**config.mk**
```make
export PLATFORM = sky130hd
export DESIGN_NAME = rdr_front
export DESIGN_NICKNAME = d
export VERILOG_FILES = /design/src/rtl/core/rdr_pkg.sv /design/src/rtl/core/rdr_front.sv
export SDC_FILE = /design/constraint.sdc
export NUM_CORES = 1
export LEC_CHECK = 0
export BUFFER_PORTS_ARGS = -buffer_cell sky130_fd_sc_hd__buf_2
export CAP_MARGIN = 20
export CORE_ASPECT_RATIO = 1.4
export CORE_MARGIN = 2
export CORE_UTILIZATION = 55
export DETAILED_ROUTE_END_ITERATION = 10
export HOLD_SLACK_MARGIN = 0.08
export PLACE_DENSITY = 0.78
export SYNTH_ARGS = -nofsm -noshare
export SYNTH_HDL_FRONTEND = slang
export SYNTH_SLANG_ARGS = --single-unit
```
**constraint.sdc**
```tcl
create_clock -name clk -period 14.9 [get_ports clk]
set_clock_uncertainty 0.1 [all_clocks]
set_input_delay 0 -clock clk [delete_from_list [all_inputs] [get_ports clk]]
set_output_delay 0 -clock clk [all_outputs]
set_load 0.05 [all_outputs]
```
**src/rtl/core/rdr_pkg.sv**
```systemverilog
// ----------------------------------------------------------------------------
// rdr_pkg
// Shared types and codes for the reliable datagram receiver.
// ----------------------------------------------------------------------------
package rdr_pkg;

  localparam logic OP_BYTE = 1'b0;
  localparam logic OP_PULL = 1'b1;

  localparam logic [1:0] KIND_ACK  = 2'd0;
  localparam logic [1:0] KIND_MSG  = 2'd1;
  localparam logic [1:0] KIND_REJ  = 2'd2;
  localparam logic [1:0] KIND_NONE = 2'd3;

  localparam logic [7:0] CTRL_DATA     = 8'h00;
  localparam logic [7:0] CTRL_SETUP    = 8'h01;
  localparam logic [7:0] CTRL_TEARDOWN = 8'h02;
  localparam logic [7:0] ACK_FLAG      = 8'h01;
  localparam logic [15:0] POS_MAX      = 16'hffff;

  // sized for the largest supported payload (1024)
  localparam int OFF_W = 10;
  localparam int LEN_W = 11;

  typedef struct packed {
    logic             pull;
    logic             wr;
    logic             eod;
    logic [7:0]       data;
    logic [OFF_W-1:0] off;
    logic [31:0]      seq;
    logic [7:0]       ack;
    logic [7:0]       ctrl;
    logic             len_zero;
    logic [LEN_W-1:0] lenc;
  } cmd_t;

  typedef struct packed {
    logic [1:0] kind;
    logic [7:0] data;
    logic       last;
  } res_t;

endpackage

```
**src/rtl/core/rdr_front.sv**
```systemverilog
// ----------------------------------------------------------------------------
// rdr_front
// Collects header bytes, tracks byte position and turns each request into
// one command for the back end.
// ----------------------------------------------------------------------------
module rdr_front #(
  parameter int MAX_PAYLOAD = 64
) (
  input  logic          clk,
  input  logic          rst_n,
  input  logic          push,
  output logic          full,
  input  logic          in_opcode,
  input  logic [7:0]    in_datagram_byte,
  input  logic          in_end_of_datagram,
  input  logic          cmd_full,
  output logic          cmd_push,
  output rdr_pkg::cmd_t cmd
);
  import rdr_pkg::*;

  logic [63:0] hdr_r, hdr_nxt, hdr_w;
  logic [15:0] pos_r, pos_nxt, pos_inc, recv, lmin;
  logic        acc;

  assign full     = cmd_full;
  assign acc      = push && !cmd_full;
  assign cmd_push = acc;

  always_comb begin
    hdr_w = hdr_r;
    for (int j = 0; j < 8; j++) begin
      if (pos_r == 16'(j)) hdr_w[63-8*j -: 8] = in_datagram_byte;
    end
    pos_inc = (pos_r == POS_MAX) ? pos_r : pos_r + 16'd1;
    recv    = (pos_inc > 16'd8) ? pos_inc - 16'd8 : 16'd0;
    lmin    = hdr_w[15:0];
    if (lmin > recv) lmin = recv;
    if (lmin > 16'(MAX_PAYLOAD)) lmin = 16'(MAX_PAYLOAD);

    cmd.pull     = (in_opcode == OP_PULL);
    cmd.wr       = (pos_r >= 16'd8) && ((pos_r - 16'd8) < 16'(MAX_PAYLOAD));
    cmd.eod      = in_end_of_datagram;
    cmd.data     = in_datagram_byte;
    cmd.off      = OFF_W'(pos_r - 16'd8);
    cmd.seq      = hdr_w[63:32];
    cmd.ack      = hdr_w[31:24];
    cmd.ctrl     = hdr_w[23:16];
    cmd.len_zero = (hdr_w[15:0] == 16'd0);
    cmd.lenc     = LEN_W'(lmin);

    hdr_nxt = hdr_r;
    pos_nxt = pos_r;
    if (acc && in_opcode == OP_BYTE) begin
      if (in_end_of_datagram) begin
        hdr_nxt = '0;
        pos_nxt = '0;
      end else begin
        hdr_nxt = hdr_w;
        pos_nxt = pos_inc;
      end
    end
  end

  always_ff @(posedge clk) begin
    if (!rst_n) begin
      hdr_r <= '0;
      pos_r <= '0;
    end else begin
      hdr_r <= hdr_nxt;
      pos_r <= pos_nxt;
    end
  end

endmodule

```
==> out/results.ini <==
[clock_network]
cts_sinks=80
post-cts-setup-buffer-count=0
cts_tree=built
numCtsBuffers=9
ctsResizeCount=0
clockBufferDepth=2
cts_root_buffer=clkbuf_16
htree_levels=3
clk_pin_slew_ns=0.06
clk_latency_ns=0.33
holdBufCountCts=1

[run_status]
outcome=finished clean

[finish]
area_growth_pct=9.47
diodes=0
drive_gt1_share_pct=29.2
fillCellCount=852
layout_common_cells=buf_2 (92), dfxtp_1 (80), nor2b_1 (72)
fin_nets=749
layout_commonest_cell=buf_2
stdcell_area_um2=6480

[drt]
drc=0
first_pass_iters=6
ant_nets=0
routedWlPerCell_um=18.5
drt-total-wl_mm=15.8
first_iter_violations=435
vias=5290
routed_via_density=6.19

[global_route]
antenna_found_initial=0
gr-usage-all-layers_pct=26.8
grt_pass1_vias=5125
grt_pass1_wl_mm=25.3
grt_max_degree=81
grt_overflow=0

[timing]
rsz0062_at_grt=false
setup_tns_ns=0
tightest_slew_ns=0.831
setup_viol=0
period_minus_slack_ns=6.53
fin_crit_sh_pct=43.8
max_freq_mhz=153
finalHoldViolCount=0
maxSlewHeadroom_pct=44.6
final-max-slew-violation-count=0

[hold_path]
hp-start=in_end_of_datagram
hold_class=input pin to flop

[yosys]
syn_inst=669
yosysWarnings=0
ys_seq_elements=80
async_flop_share_pct=0
synth_cell_types=80
synth_area_per_cell_um2=8.85
synth_flop_cell=dfxtp_1
synth-edff-count=0
syn_area_um2=5920
yosysSeqAreaShare_pct=27.0

[die]
die-area_um2=11600
die_w_um=91.7
die_y_um=127
num_rows=44
core-area_um2=10400
io_pins=97
initial_utilization_pct=56.9

[worst_setup_path]
crit_arrival_ns=6.43
cp_data_required_time_ns=14.80
end_kind=output pin
timing.rr.start=pos_r[5]
worstSetupStartpointType=flop
crit_fanout=18
startpoint=pos_r[0]
critical_path_class=flop to output pin

[placement]
hpwl_mm=11.1
place_area_um2=6170
io_buffers=92
gp_congestion=1.01

[power]
sw_frac_of_total_pct=26.6
p_clk_share_pct=44.4
vdd_ir_drop_max_mv=0.0848
p_per_area_nw_per_um2=71.7
pwr-share-comb_pct=9.4
power_frac_seq_pct=46.2
netSwitchingPower_w=0.000123
p_int_w=0.000341
leakage_nw=2.66

[run]
max_cap_violations=0

## flip-flops by register name, summed over array words and instances, names as in the netlist
name   flops
pos_r     16
hdr_r     64
## Yosys cell counts, types with 3 or more instances
library cell  count  area (um^2)
nor4_1           17          106
clkbuf_1         33          124
nand2_1          32          120
buf_6            10          113
mux2_2           61          687
a22oi_1          65          488
xor2_1            7         61.3
or4b_1            3         30.0
nor3_1           18         90.1
and2_1           14         87.6
o21a_1            4         30.0
buf_4            18          135
o32ai_1           3         26.3
nand2b_1          6         37.5
nor2b_1          72          450
a21oi_1          17         85.1
dfxtp_1          80         1600
ha_1             23          288
mux2i_1           7         70.1
nand4_4           3         63.8
nor2_1           25         93.8
o21ai_0          21          105
a2111oi_2         7          105
nand3_1          13         65.1
inv_1            19         71.3
xnor2_1          16          140
nand4_1          10         62.6
## cells by family (layout without fill, tap and decap cells)
kind of cell,after synthesis,after routing,share of synthesized area (%)
other,1,4,0.0633
muxes,69,69,13.0
xor gates and xnor gates,23,23,3.40
DFF,80,80,27.0
AOI/OAI and AO/OA,146,146,18.6
and+or+nand+nor,241,241,24.8
buffers and inverters,86,130,8.28
adders and majority gates,23,23,4.86
## metal layers
metal	part of all wire, %	global-route usage [%]	vias up	routed length, um
li1	-	-	2505	-
met1	39	30.5	2515	6190
met2	51	47.2	220	8080
met3	6.0	5.82	50	942
met4	3.6	12.8	0	568
met5	0	0	-	0
## final cells by class
class                      instances  area [um^2]  share of cell area, %
clock buffer                      10          239                   3.69
clock inverter                     5         33.8                  0.521
inverter                          19         71.3                   1.10
multi-input combinational        506         3850                   59.4
sequential                        80         1600                   24.7
tap                              138          173                   2.66
timing repair buffer              96          513                   7.91
## critical path, stage by stage, from the launching register on
cell and delay (ns):
dfxtp_1 0.55, ha_1 0.35, nand3_2 0.19, nor4_1 0.27
mux2_1 0.43, or4b_1 0.51, nor4_1 0.26, or4b_1 0.80
and2_4 0.28, ha_1 0.17, nor2b_1 0.13, o21ai_0 0.09
a21oi_1 0.14, o221a_2 0.22, o21ai_0 0.17, nor3_1 0.20
nand4_1 0.18, o311a_4 0.45, a2111oi_2 0.39, buf_2 0.34
## per-stage QoR
step | cells | worst slack [ns] | total power [W] | hold slack, ns | utilization, %
floorplan | 672 | 9.27 | 0.000253 | 0.0671 | -
global placement | 837 | 9.11 | 0.000261 | 0.203 | 59.3
detailed placement | 837 | 8.85 | 0.000262 | 0.211 | 59.3
CTS | 853 | 8.48 | 0.000465 | 0.0924 | 62.0
global route | 854 | 8.05 | 0.000478 | 0.146 | 62.3
finish | 854 | 8.37 | 0.000465 | 0.107 | 62.3
## final timing paths
path / to / slack, ns / cells after the start
worst min-delay path: pos_r[5] / 0.11 / 4
worst max register to register: hdr_r[44] / 12.09 / 7
worst min register to register: hdr_r[42] / 0.43 / 2
worst max-delay path: cmd[0] / 8.37 / 19
## power by group through the flow
stage | Sequential (W) | Combinational [W] | Clock (W)
3_5_place_dp | 0.000220 | 0.0000424 | 0
4_1_cts | 0.000215 | 0.0000427 | 0.000207
2_1_floorplan | 0.000219 | 0.0000334 | 0
5_1_grt | 0.000215 | 0.0000455 | 0.000217
3_3_place_gp | 0.000220 | 0.0000417 | 0
6_report | 0.000215 | 0.0000437 | 0.000206
Note: power is estimated with default switching activity, not from simulation.
