`src/rtl/core/rdr_fifo.sv`:
```
// ----------------------------------------------------------------------------
// rdr_fifo
// Small synchronous queue, power-of-two depth.
// ----------------------------------------------------------------------------
module rdr_fifo #(
  parameter int W     = 8,
  parameter int DEPTH = 4
) (
  input  logic         clk,
  input  logic         rst_n,
  input  logic         wr_en,
  input  logic [W-1:0] wdata,
  input  logic         rd_en,
  output logic [W-1:0] rdata,
  output logic         full,
  output logic         empty
);
  localparam int AW = $clog2(DEPTH);

  logic [W-1:0]  mem_r [DEPTH];
  logic [AW-1:0] wp_r, rp_r;
  logic [AW:0]   cnt_r;

  assign full  = (cnt_r == (AW+1)'(DEPTH));
  assign empty = (cnt_r == '0);
  assign rdata = mem_r[rp_r];

  always_ff @(posedge clk) begin
    if (wr_en) begin
      mem_r[wp_r] <= wdata;
    end
  end

  always_ff @(posedge clk) begin
    if (!rst_n) begin
      wp_r  <= '0;
      rp_r  <= '0;
      cnt_r <= '0;
    end else begin
      if (wr_en) wp_r <= wp_r + AW'(1);
      if (rd_en) rp_r <= rp_r + AW'(1);
      if (wr_en && !rd_en) cnt_r <= cnt_r + (AW+1)'(1);
      else if (!wr_en && rd_en) cnt_r <= cnt_r - (AW+1)'(1);
    end
  end

endmodule

```
`config.mk`:
```
export PLATFORM = sky130hd
export DESIGN_NAME = rdr_fifo
export DESIGN_NICKNAME = d
export VERILOG_FILES = /design/src/rtl/core/rdr_fifo.sv
export SDC_FILE = /design/constraint.sdc
export NUM_CORES = 1
export LEC_CHECK = 0
export BUFFER_PORTS_ARGS = -buffer_cell sky130_fd_sc_hd__buf_2
export CAP_MARGIN = 20
export CORE_UTILIZATION = 50
export DETAILED_ROUTE_END_ITERATION = 16
export GPL_ROUTABILITY_DRIVEN = 0
export MAX_ROUTING_LAYER = met4
export PLACE_DENSITY = 0.74
export SLEW_MARGIN = 20
export SYNTH_ARGS = -nofsm -noshare
export SYNTH_HDL_FRONTEND = slang
export SYNTH_SLANG_ARGS = --single-unit
```
`constraint.sdc`:
```
create_clock -name clk -period 1.6 [get_ports clk]
set_clock_uncertainty 0.1 [all_clocks]
set_input_delay 0 -clock clk [delete_from_list [all_inputs] [get_ports clk]]
set_output_delay 0 -clock clk [all_outputs]
set_load 0.02 [all_outputs]
```
==> results of run 1 <==
==> tightest hold or removal path, stage by stage <==
cell      delay, ns
buf_2          0.10
ha_1           0.20
or3_1          0.13
a21boi_1       0.05
==> logic make-up after synthesis <==
| family | count (synthesis) |
|---|---|
| buffers and inverters | 6 |
| xor gates and xnor gates | 5 |
| DFF | 41 |
| adders and majority gates | 6 |
| and+or+nand+nor | 15 |
| AOI/OAI and AO/OA | 2 |
| muxes | 10 |
==> repair_timing <==
item                       4_1_cts  5_1_grt
pin swaps                        0        1
gates resized for setup         19        4
hold buffers                    12        0
setup endpoints to repair        8        9
buffers inserted                 0        1
hold endpoints to repair        41        0
==> cell type report <==
| type | count | area (sq um) | share of cell area [%] |
|---|---|---|---|
| Multi-Input combinational cell | 38 | 433 | 21.3 |
| Timing Repair Buffer | 38 | 325 | 16.0 |
| Clock buffer | 8 | 58.8 | 2.89 |
| Tap cell | 44 | 55.1 | 2.71 |
| Sequential cell | 41 | 1150 | 56.4 |
| Inverter | 4 | 15.0 | 0.738 |
==> power by group <==
group	switching, mW	internal (mW)
combinational	0.179	0.217
clock	0.294	0.217
sequential	0.0394	1.22
total	0.513	1.65
==> layer usage <==
layer / track usage (%) / up-vias
li1: - / 401
met1: 18.5 / 410
met2: 27.6 / 21
met3: 5.93 / 6
met4: 8.16 / 0
met5: - / -
==> registers in the layout (all words and copies together) (netlist names), named ones only <==
| name | cells |
|---|---|
| wp_r | 2 |
| cnt_r | 3 |
| rp_r | 2 |
| mem_r | 32 |
==> metrics by stage <==
step	std cells	setup TNS [ns]
5_1_grt	173	-0.286
6_report	173	-0.00710
2_1_floorplan	85	0
4_1_cts	172	-0.132
3_3_place_gp	152	0
3_5_place_dp	152	0
==> synthesized netlist by cell type, drive strengths merged <==
library cell,instances
mux4,8
xnor2,2
or3,1
nand2,1
dfxtp,9
buf,1
edfxtp,32
a21boi,1
nor3,1
and2,9
nor2b,2
inv,4
o21ai,1
fa,1
clkbuf,1
nor3b,1
xor2,3
ha,5
mux2i,2
==> how the worst min path moves through the flow <==
stage | startpoint | end | slack, ns | depth (start not counted)
after CTS | wr_en | cnt_r[2] | 0.06 | 4
after global routing | wr_en | cnt_r[2] | 0.09 | 4
final | wr_en | cnt_r[2] | 0.07 | 4
after global placement | wdata[0] | mem_r[3][0] | 0.11 | 1
after floorplan | wdata[0] | mem_r[0][0] | -0.001 | 0
after detailed placement | wdata[2] | mem_r[0][2] | 0.12 | 1
==> placed cells by master (no fill, tap or decap), drive strengths merged <==
| cell type | netlist | routed |
|---|---|---|
| inv | 4 | 4 |
| clkbuf | 1 | 8 |
| and2 | 9 | 9 |
| mux4 | 8 | 8 |
| o21ai | 1 | 1 |
| nor3 | 1 | 1 |
| a21boi | 1 | 1 |
| nor2b | 2 | 2 |
| mux2i | 2 | 2 |
| nor3b | 1 | 1 |
| or3 | 1 | 1 |
| fa | 1 | 1 |
| xnor2 | 2 | 2 |
| ha | 5 | 5 |
| xor2 | 3 | 3 |
| nand2 | 1 | 1 |
| dfxtp | 9 | 9 |
| buf | 1 | 26 |
| dlygate4sd3 | 0 | 12 |
| edfxtp | 32 | 32 |
==> flow_summary.rst, run 1 <==
.. list-table::
   :header-rows: 1

   * - Metric
     - Value
   * - Critical Path Slowest Stage Cell
     - mux4_2
   * - Area growth from synthesis to layout
     - 26.9%
   * - Launch point of the worst reg-to-reg path
     - cnt_r[0]
   * - Static Leakage
     - between 0.7 and 0.8 nW
   * - Overall power of the completed layout
     - about 2.2 mW
   * - Final worst-path cycle share
     - 100%
   * - Dominant delay contributor by cell family on the critical path
     - multiplexers
   * - Sum of routed wire length over all layers
     - roughly 2500 um
   * - Time the worst path needs with I/O delays and setup
     - 1.61 ns
   * - Violations in the final reports
     - negative setup slack
   * - Class of the tightest hold or removal check
     - in2reg
   * - Slew Limit Fails
     - 0
   * - Clock tree root buffer cell
     - clkbuf_4
   * - Routed metal-1 wirelength
     - between 1000 and 1500 um
   * - Average wire per standard cell
     - roughly 14 um
   * - Min Hold Slack
     - between 0.07 and 0.08 ns
   * - Number of antenna violations at the first check in global routing
     - 0
   * - Drt first-iter violations
     - 14
   * - Yosys warning total
     - 0
   * - Crit path depth
     - 3
   * - CTS Sinks
     - between 40 and 50
   * - Reg clk slew, reported paths
     - between 0.1 and 0.15 ns
   * - Count of final setup violators
     - 1
   * - Synth Cell Area
     - 1600 sq um
   * - Crit path capture
     - rdata[1]
   * - Largest stage delay on the critical path
     - approximately 0.52 ns
   * - Type of origin of the critical path
     - flop
   * - Relative slew slack
     - between 70% and 80%
   * - Register bit count reported by yosys
     - 41
   * - Transition time at the pin with the least slew margin
     - roughly 0.40 ns
   * - Cell accounting for the most synthesized area
     - edfxtp_1
   * - Worst setup slack for register-to-register paths
     - around 0.10 ns
   * - Layout net count
     - roughly 150
   * - Syn nets
     - 103
   * - Count of cell types in the netlist
     - 19
   * - Sort of element at the end of the critical path
     - primary output
   * - Simple-gate portion of the synthesized area
     - approximately 5.7%
   * - DRC Markers
     - 0
   * - Area share of the leading cell type in the synthesized netlist
     - roughly 60%
   * - Top-Level Pins
     - 22
   * - Number of vias after detailed routing
     - 838
   * - Combined buffer and inverter count along the critical path
     - 2
   * - Met3 Routed Length
     - 116 um
   * - Complex-gate fraction of the synthesized area
     - 0.781%
   * - Maximum clock path buffer count
     - 2
   * - Synth Instances
     - 85
   * - Placeable Area
     - a little over 3000 sq um
   * - Global-route wire length before repair
     - 3820 um
   * - Worst-path maximum fanout
     - 8
   * - Endpoint of the worst-slack reg-to-reg timing path
     - cnt_r[2]
   * - # Max-Cap Violations
     - 0
   * - Total power density per cell area
     - approximately 1100 nW/um^2
   * - Highest clock rate
     - about 620 MHz
   * - Setup repair after global routing missed its margin
     - yes
   * - Clock tree from TritonCTS
     - yes
   * - Port Buffer Count
     - 21
   * - Fill cell total of the finished layout
     - around 220
   * - Fraction of synthesized cell area in xor and xnor cells
     - under 10%
   * - Worst r2r path cells
     - 4
   * - Source-to-sink clock delay at the later pin of the worst-skew pair
     - between 0.3 and 0.4 ns
   * - Crit path required time
     - ~1.5 ns
   * - Via count normalized by instance count
     - approximately 4.8
   * - Critical Path, Cell by Cell
     - buf_12 > mux4_2 > buf_6
   * - Maximum resistive drop on vdd
     - slightly above 600 uV
   * - Total die area
     - about 3400 sq um
   * - Pin count of the biggest net entering global routing
     - 13
   * - Final hold violation count
     - 0
   * - Final WS setup
     - -0.00710 ns
   * - Die width
     - 58.6 um
   * - Worst path arrival time
     - ~1.5 ns
   * - Congestion Overflow GR
     - 0
   * - Max Used Layer
     - met4
   * - Syn_area_per_cell
     - between 15 and 20 sq um
   * - Count of standard-cell rows
     - 20
   * - Number of iterations in the first detailed-routing pass
     - 4
   * - Number of nets with antenna violations after detailed routing
     - 0
   * - N_diodes
     - 0
   * - Post-Layout Inst Area
     - around 2000 sq um
   * - HPWL reported at the end of detailed placement
     - 1590 um
   * - Share of synthesized cell area in full adder, half adder and majority cells
     - under 10%
   * - Share of the core filled with cells
     - between 60% and 70%
   * - Combinational family with the most area after synthesis
     - multiplexers
   * - Post-synthesis mux area share
     - between 10% and 20%
   * - Cell area reported after detailed placement
     - 1780 sq um
   * - Sequential area share after synthesis
     - 71.2%
   * - Dominant cells by area after synthesis
     - edfxtp_1 (60%), dfxtp_1 (11%), mux4_2 (11%), ha_1 (3.9%), and2_1 (3.5%)
   * - Vias in the first global route
     - 810
   * - Detail Route met2 WL
     - 1280 um
   * - Inserted Clock Buffers
     - 5
   * - Effective utilization at floorplan
     - between 50% and 60%
   * - Pre-CTS WS
     - between 0.03 and 0.04 ns
   * - Result of the run
     - finished, violations left
   * - Overall track demand over capacity in global routing
     - 16.9%
   * - Layout cells sized above 1
     - 33.3%
   * - Die height
     - just under 60 um
   * - Startpoint-to-endpoint class of the critical path
     - reg2out
   * - H-tree depth
     - 2
Note: power is estimated with default switching activity, not from simulation.
==> inputs of run 2 (changes only) <==
--- a/config.mk
+++ b/config.mk
@@ -5,6 +5,7 @@
 export SDC_FILE = /design/constraint.sdc
 export NUM_CORES = 1
 export LEC_CHECK = 0
+export ABC_AREA = 1
 export BUFFER_PORTS_ARGS = -buffer_cell sky130_fd_sc_hd__buf_2
 export CAP_MARGIN = 20
 export CORE_UTILIZATION = 50
@@ -16,3 +17,4 @@
 export SYNTH_ARGS = -nofsm -noshare
 export SYNTH_HDL_FRONTEND = slang
 export SYNTH_SLANG_ARGS = --single-unit
+export TNS_END_PERCENT = 30
==> run 2 against run 1 <==
  * Critical path depth increased by 1
  * Combinational power decreased by 27%
  * Register-to-register slack improved by 0.14 ns
  * Clock power increased by 24%
  * Critical endpoint is now rdata[0]
  * Setup slack improved by 0.12 ns
  * Total power about the same
  * Sequential power about the same
  * Final area decreased by 2.5%
  * Final cell count increased by 25%
  * Utilization decreased by 2.2 points
  * The run now ends clean
  * Synthesized cell count increased by 58%
  * Largest power group unchanged
  * Sequential share of layout area increased by 1.5 points
==> flow_summary.rst, run 2 <==
.. list-table::
   :header-rows: 1

   * - Metric
     - Value
   * - Crit path depth
     - 4
   * - DRC Markers
     - 0
   * - Largest register FFs
     - 32
   * - Result of the run
     - complete, no violations
   * - Count of cell types in the netlist
     - 18
   * - Congestion Overflow GR
     - 0
   * - Vias in the first global route
     - about 970
   * - Highest clock rate
     - about 670 MHz
   * - Total die area
     - approximately 3500 sq um
   * - Clock tree from TritonCTS
     - yes
   * - Maximum resistive drop on vdd
     - 698 uV
   * - Type of origin of the critical path
     - flop
   * - Number of nets with antenna violations after detailed routing
     - 0
   * - Leading post-synthesis cells by instance count
     - edfxtp_1 (32), nor2_1 (18), o21ai_0 (18), inv_1 (16)
   * - Average wire per standard cell
     - 13.3 um
   * - Critical Path Slowest Stage Cell
     - dfxtp_4
   * - Overall track demand over capacity in global routing
     - between 10% and 20%
   * - Syn_area_per_cell
     - between 10 and 15 sq um
   * - Crit path required time
     - roughly 1.5 ns
   * - Via count normalized by instance count
     - 4.96
   * - Worst-path maximum fanout
     - 16
   * - Relative slew slack
     - 72.9%
   * - Yosys warning total
     - 0
   * - Register bit count reported by yosys
     - 41
   * - Sequential area share after synthesis
     - 69.6%
   * - Share of synthesized cell area in full adder, half adder and majority cells
     - under 10%
   * - Final hold violation count
     - 0
   * - Min Hold Slack
     - 0.307 ns
   * - Number of iterations in the first detailed-routing pass
     - 4
   * - Synth Instances
     - about 130
   * - N_diodes
     - 0
   * - Slew Limit Fails
     - 0
   * - Port Buffer Count
     - 21
   * - Count of standard-cell rows
     - 20
   * - Worst path arrival time
     - 1.39 ns
   * - Number of vias after detailed routing
     - about 1100
   * - Source-to-sink clock delay at the later pin of the worst-skew pair
     - between 0.3 and 0.4 ns
   * - Reg clk slew, reported paths
     - between 0.1 and 0.15 ns
   * - Total power density per cell area
     - roughly 1100 nW/um^2
   * - Synth Cell Area
     - between 1500 and 2000 sq um
   * - Cell count of the worst hold path
     - 2
   * - Most common cell in the netlist
     - edfxtp_1
   * - Inserted Clock Buffers
     - 5
   * - Fraction of synthesized cell area in xor and xnor cells
     - 0%
   * - Placeable Area
     - 3080 sq um
   * - Pin count of the biggest net entering global routing
     - 17
   * - Maximum clock path buffer count
     - 2
   * - Simple-gate portion of the synthesized area
     - 8.63%
   * - Sort of element at the end of the critical path
     - primary output
   * - # Max-Cap Violations
     - 0
   * - Async SR Flop Fraction
     - 0%
   * - Die width
     - approximately 59 um
   * - Largest stage delay on the critical path
     - about 0.40 ns
   * - HPWL reported at the end of detailed placement
     - about 2000 um
   * - Top library cells by usage in the layout, fill and taps aside
     - edfxtp_1 (32), buf_2 (21), nor2_1 (18), o21ai_0 (18), inv_1 (15)
   * - CTS Sinks
     - 41
   * - Dominant delay contributor by cell family on the critical path
     - flip-flops
   * - Setup repair after global routing missed its margin
     - no
   * - Count of final setup violators
     - 0
   * - Overall power of the completed layout
     - between 2 and 2.5 mW
   * - Setup TNS
     - 0 ns
   * - Effective utilization at floorplan
     - a little over half
   * - Most common library cell in the layout ignoring fill and taps
     - edfxtp_1
   * - Time the worst path needs with I/O delays and setup
     - roughly 1.5 ns
   * - Fill cell total of the finished layout
     - about 250
   * - Transition time at the pin with the least slew margin
     - roughly 0.41 ns
   * - Count of flip-flops with a built-in enable after synthesis
     - 32
   * - Class of the tightest hold or removal check
     - in2reg
   * - Most frequently used flop master after synthesis
     - edfxtp_1
   * - H-tree depth
     - 2
   * - Setup bufs post-CTS
     - 0
   * - Startpoint-to-endpoint class of the critical path
     - reg2out
   * - Cell accounting for the most synthesized area
     - edfxtp_1
   * - Drt first-iter violations
     - 50
   * - Complex-gate fraction of the synthesized area
     - 11.5%
   * - Top-Level Pins
     - 22
   * - Sum of routed wire length over all layers
     - a little under 3000 um
   * - Static Leakage
     - between 0.7 and 0.8 nW
   * - Layout cells sized above 1
     - 22.5%
   * - Post-synthesis mux area share
     - 0%
   * - Number of antenna violations at the first check in global routing
     - 0
   * - Combined buffer and inverter count along the critical path
     - 2
   * - Dominant cells by area after synthesis
     - edfxtp_1 (59%), dfxtp_1 (11%), o21ai_0 (5.5%), nor2_1 (4.1%), ha_1 (3.8%)
   * - Storage element area
     - about 1100 sq um
   * - Final worst-path cycle share
     - slightly above 90%
   * - Critical Path, Cell by Cell
     - inv_4 > nor2_1 > o22ai_1 > buf_2
   * - Global-route wire length before repair
     - about 4300 um
   * - Area share of the leading cell type in the synthesized netlist
     - 58.6%
   * - Register with the most flip-flops
     - mem_r
   * - Combinational family with the most area after synthesis
     - compound AO/OA/AOI/OAI gates
   * - Die height
     - 59.3 um
   * - Clock tree root buffer cell
     - clkbuf_4
   * - Combined area of the multi-input logic cells
     - between 400 and 500 sq um
   * - Regs by FF count
     - mem_r: 32 flops, cnt_r: 3 flops
   * - Syn nets
     - around 150
   * - Layout net count
     - 190
   * - Worst r2r path cells
     - 4
   * - Area growth from synthesis to layout
     - 20.9%
==> run 2: cell count changes after synthesis, moves of 3 or more <==
| cell | delta |
|---|---|
| a21oi_1 | +4 |
| mux4_2 | -8 |
| xor2_1 | -3 |
| nand2_1 | +8 |
| nor2_1 | +18 |
| o22ai_1 | +8 |
| nor2_2 | +3 |
| inv_1 | +12 |
| o21ai_0 | +17 |
| and2_1 | -9 |
==> run 2: cell families (layout without fill, tap and decap cells) <==
kind of cell / count (synthesis) / in the layout
AND/OR/NAND/NOR: 34 / 34
buffers and inverters: 19 / 58
AO/OA/AOI/OAI: 34 / 34
flip-flops: 41 / 41
adder cells (fa/ha/maj): 6 / 6
==> run 2: power by group <==
| group | switching, mW | leakage [nW] | internal [mW] | total [mW] |
|---|---|---|---|---|
| logic | 0.180 | 0.381 | 0.111 | 0.290 |
| clock network | 0.308 | 0.0399 | 0.325 | 0.633 |
| registers | 0.0358 | 0.370 | 1.20 | 1.24 |
==> run 2: area by class of cell <==
| cell class | instances | area share [%] |
|---|---|---|
| flip-flops and latches | 41 | 57.8 |
| repair buffers | 33 | 11.2 |
| well taps | 44 | 2.78 |
| clock inverters | 2 | 1.70 |
| multi-input cells | 74 | 21.0 |
| inverters | 17 | 3.35 |
| clock buffers | 6 | 2.08 |
==> run 2: layer usage <==
| metal | track usage (%) | share of wire [%] | wire length (um) |
|---|---|---|---|
| met1 | 21.5 | 46 | 1310 |
| met5 | - | 0 | 0 |
| met2 | 29.7 | 50 | 1430 |
| met3 | 4.59 | 2.9 | 83 |
| met4 | 10.2 | 2.0 | 57 |
==> run 2: final timing paths <==
check | start | end | slack [ns]
max | flop | rdata[0] | 0.11
min | wdata[7] | mem_r[2][7] | 0.31
max reg2reg | wp_r[1] | mem_r[1][2] | 0.24
min reg2reg | rp_r[1] | flop | 0.35
==> run 2: what timing repair did <==
| item | in CTS | in global routing |
|---|---|---|
| hold buffers | 11 | 0 |
| setup endpoints to repair | 8 | 7 |
| resized for setup | 3 | 4 |
| pin swaps | 0 | 0 |
| hold endpoints to repair | 41 | 0 |
==> run 2: through the flow <==
step	std cells	util, %	setup slack [ns]	cell area (sq um)
finish	217	64.4	0.110	1980
global route	217	64.4	0.0350	1980
floorplan	134	-	0.347	1640
CTS	217	64.1	0.0395	1970
detailed placement	198	58.0	0.229	1780
global placement	198	58.0	0.293	1780
==> inputs of run 3 (changes only) <==
--- a/config.mk
+++ b/config.mk
@@ -10,7 +10,7 @@
 export CAP_MARGIN = 20
 export CORE_UTILIZATION = 50
 export DETAILED_ROUTE_END_ITERATION = 16
-export GPL_ROUTABILITY_DRIVEN = 0
+export GPL_TIMING_DRIVEN = 0
 export MAX_ROUTING_LAYER = met4
 export PLACE_DENSITY = 0.74
 export SLEW_MARGIN = 20
==> constraint.sdc (replaced) <==
create_clock -name clk -period 1.6 [get_ports clk]
set_clock_uncertainty 0.1 [all_clocks]
set_input_delay 0 -clock clk [delete_from_list [all_inputs] [get_ports clk]]
set_output_delay 0 -clock clk [all_outputs]
set_load 0.005 [all_outputs]
==> run 3 against run 2 <==
  * Sequential power about the same
  * Sequential cell count did not move
  * Clock power shrank 27%
  * Critical path type is now in2reg
  * Hold slack better by 0.0017 ns
  * Maximum frequency shrank 2.7%
  * Critical path depth is 1 higher
==> flow_summary.rst, run 3 (same netlist as run 2, synthesis figures left out) <==
.. list-table::
   :header-rows: 1

   * - Metric
     - Value
   * - Result of the run
     - complete, no violations
   * - Time the worst path needs with I/O delays and setup
     - approximately 1.5 ns
   * - Effective utilization at floorplan
     - 53.3%
   * - # Max-Cap Violations
     - 0
   * - Setup bufs post-CTS
     - 0
   * - Overall power of the completed layout
     - slightly below 2 mW
   * - Placeable Area
     - about 3100 sq um
   * - Layout cells sized above 1
     - between 20% and 30%
   * - Routability congestion estimate from global placement
     - 0.739
   * - Total power density per cell area
     - roughly 990 nW/um^2
   * - Number of iterations in the first detailed-routing pass
     - 4
   * - Clock tree root buffer cell
     - clkbuf_4
   * - Pin count of the biggest net entering global routing
     - 12
   * - Maximum clock path buffer count
     - 2
   * - Congestion Overflow GR
     - 0
   * - Top library cells by usage in the layout, fill and taps aside
     - edfxtp_1 (32), buf_2 (21), nor2_1 (18), o21ai_0 (18), inv_1 (15)
   * - Startpoint-to-endpoint class of the critical path
     - in2reg
   * - Post-Layout Inst Area
     - 1980 sq um
   * - Die width
     - just under 60 um
   * - Number of nets with antenna violations after detailed routing
     - 0
   * - Reg clk slew, reported paths
     - 0.11 ns
   * - Relative slew slack
     - 74.7%
   * - Most common library cell in the layout ignoring fill and taps
     - edfxtp_1
   * - Die height
     - approximately 60 um
   * - Port Buffer Count
     - 21
   * - Sort of element at the end of the critical path
     - flop
   * - Highest clock rate
     - roughly 650 MHz
   * - Final hold violation count
     - 0
   * - Sum of routed wire length over all layers
     - about 3000 um
   * - Clock tree from TritonCTS
     - yes
   * - Setup repair after global routing missed its margin
     - no
   * - Area growth from synthesis to layout
     - 20.7%
   * - Top-Level Pins
     - 22
   * - Type of origin of the critical path
     - input port
   * - DRC Markers
     - 0
   * - Average wire per standard cell
     - 13.9 um
   * - Maximum resistive drop on vdd
     - between 500 and 600 uV
   * - Transition time at the pin with the least slew margin
     - between 0.3 and 0.4 ns
   * - Number of antenna violations at the first check in global routing
     - 0
   * - Setup TNS
     - 0 ns
   * - Vias in the first global route
     - 1077
   * - Static Leakage
     - 0.788 nW
   * - Count of final setup violators
     - 0
   * - Via count normalized by instance count
     - 4.94
   * - Total die area
     - 3510 sq um
   * - Source-to-sink clock delay at the later pin of the worst-skew pair
     - 0.33 ns
   * - Register with the most flip-flops
     - mem_r
   * - Worst path arrival time
     - 1.71 ns
   * - Number of vias after detailed routing
     - about 1100
   * - Regs by FF count
     - mem_r: 32 flops, cnt_r: 3 flops
   * - Largest register FFs
     - 32
   * - Inserted Clock Buffers
     - 5
   * - Cell area reported after detailed placement
     - between 1500 and 2000 sq um
   * - Class of the tightest hold or removal check
     - in2reg
   * - Pre-CTS WS
     - slightly above 0.2 ns
   * - CTS Sinks
     - between 40 and 50
   * - N_diodes
     - 0
   * - Layout net count
     - around 190
   * - HPWL reported at the end of detailed placement
     - ~2000 um
   * - Slew Limit Fails
     - 0
   * - Crit path required time
     - around 1.8 ns
   * - H-tree depth
     - 2
   * - Overall track demand over capacity in global routing
     - 20.4%
   * - Drt first-iter violations
     - 39
   * - Final worst-path cycle share
     - a little over nine tenths
   * - Count of standard-cell rows
     - 20
   * - Worst-path maximum fanout
     - 6
   * - Global-route wire length before repair
     - about 4800 um
   * - Final WS setup
     - approximately 0.068 ns
-- run 3: path summary, 6_finish.rpt --
kind	to	slack, ns	startpoint	cells past startpoint
worst max-delay path	cnt_r[0]	0.07	wr_en	5
worst min-delay path	mem_r[3][2]	0.31	wdata[2]	2
worst min register to register	flop	0.37	rp_r[1]	1
worst max register to register	mem_r[0][1]	0.21	wp_r[0]	4
-- run 3: critical path, cell delays in order --
cell and delay (ns):
dlygate4sd3_1 0.54, buf_2 0.16, ha_1 0.33, dlygate4sd3_1 0.57, a21oi_1 0.11
-- run 3: routing by layer --
layer  track usage (%)  up-vias  routed length, um
met2              33.1       24               1540
met3              6.55        6                132
li1                  -      544                  -
met5                 -        -                  0
met1              24.0      503               1320
met4              7.14        0                 44
-- run 3: final cells by class --
type | instances | area [sq um]
well taps | 44 | 55.1
repair buffers | 33 | 225
clock buffers | 6 | 41.3
flip-flops and latches | 41 | 1150
inverters | 17 | 70.1
plain buffers | 2 | 22.5
multi-input cells | 74 | 414
clock inverters | 1 | 3.75
fillers | 262 | 1100
-- run 3: timing repair --
item / in CTS / in global routing
gates resized for setup: 1 / 5
endpoints found under the setup margin: 6 / 9
hold buffers: 12 / 0
endpoints found under the hold margin: 41 / 0
-- run 3: power by group --
part	leakage [nW]	internal (mW)	switching, mW
registers	0.370	1.20	0.0348
logic	0.393	0.117	0.142
clock network	0.0258	0.160	0.301
total	0.788	1.48	0.478
-- run 3: per-stage QoR --
step                cells  util (%)  hold slack [ns]
global route          218      64.3            0.304
CTS                   218      63.9            0.298
floorplan             134         -         -0.00113
detailed placement    199      58.5            0.121
global placement      199      58.5            0.110
finish                218      64.3            0.309
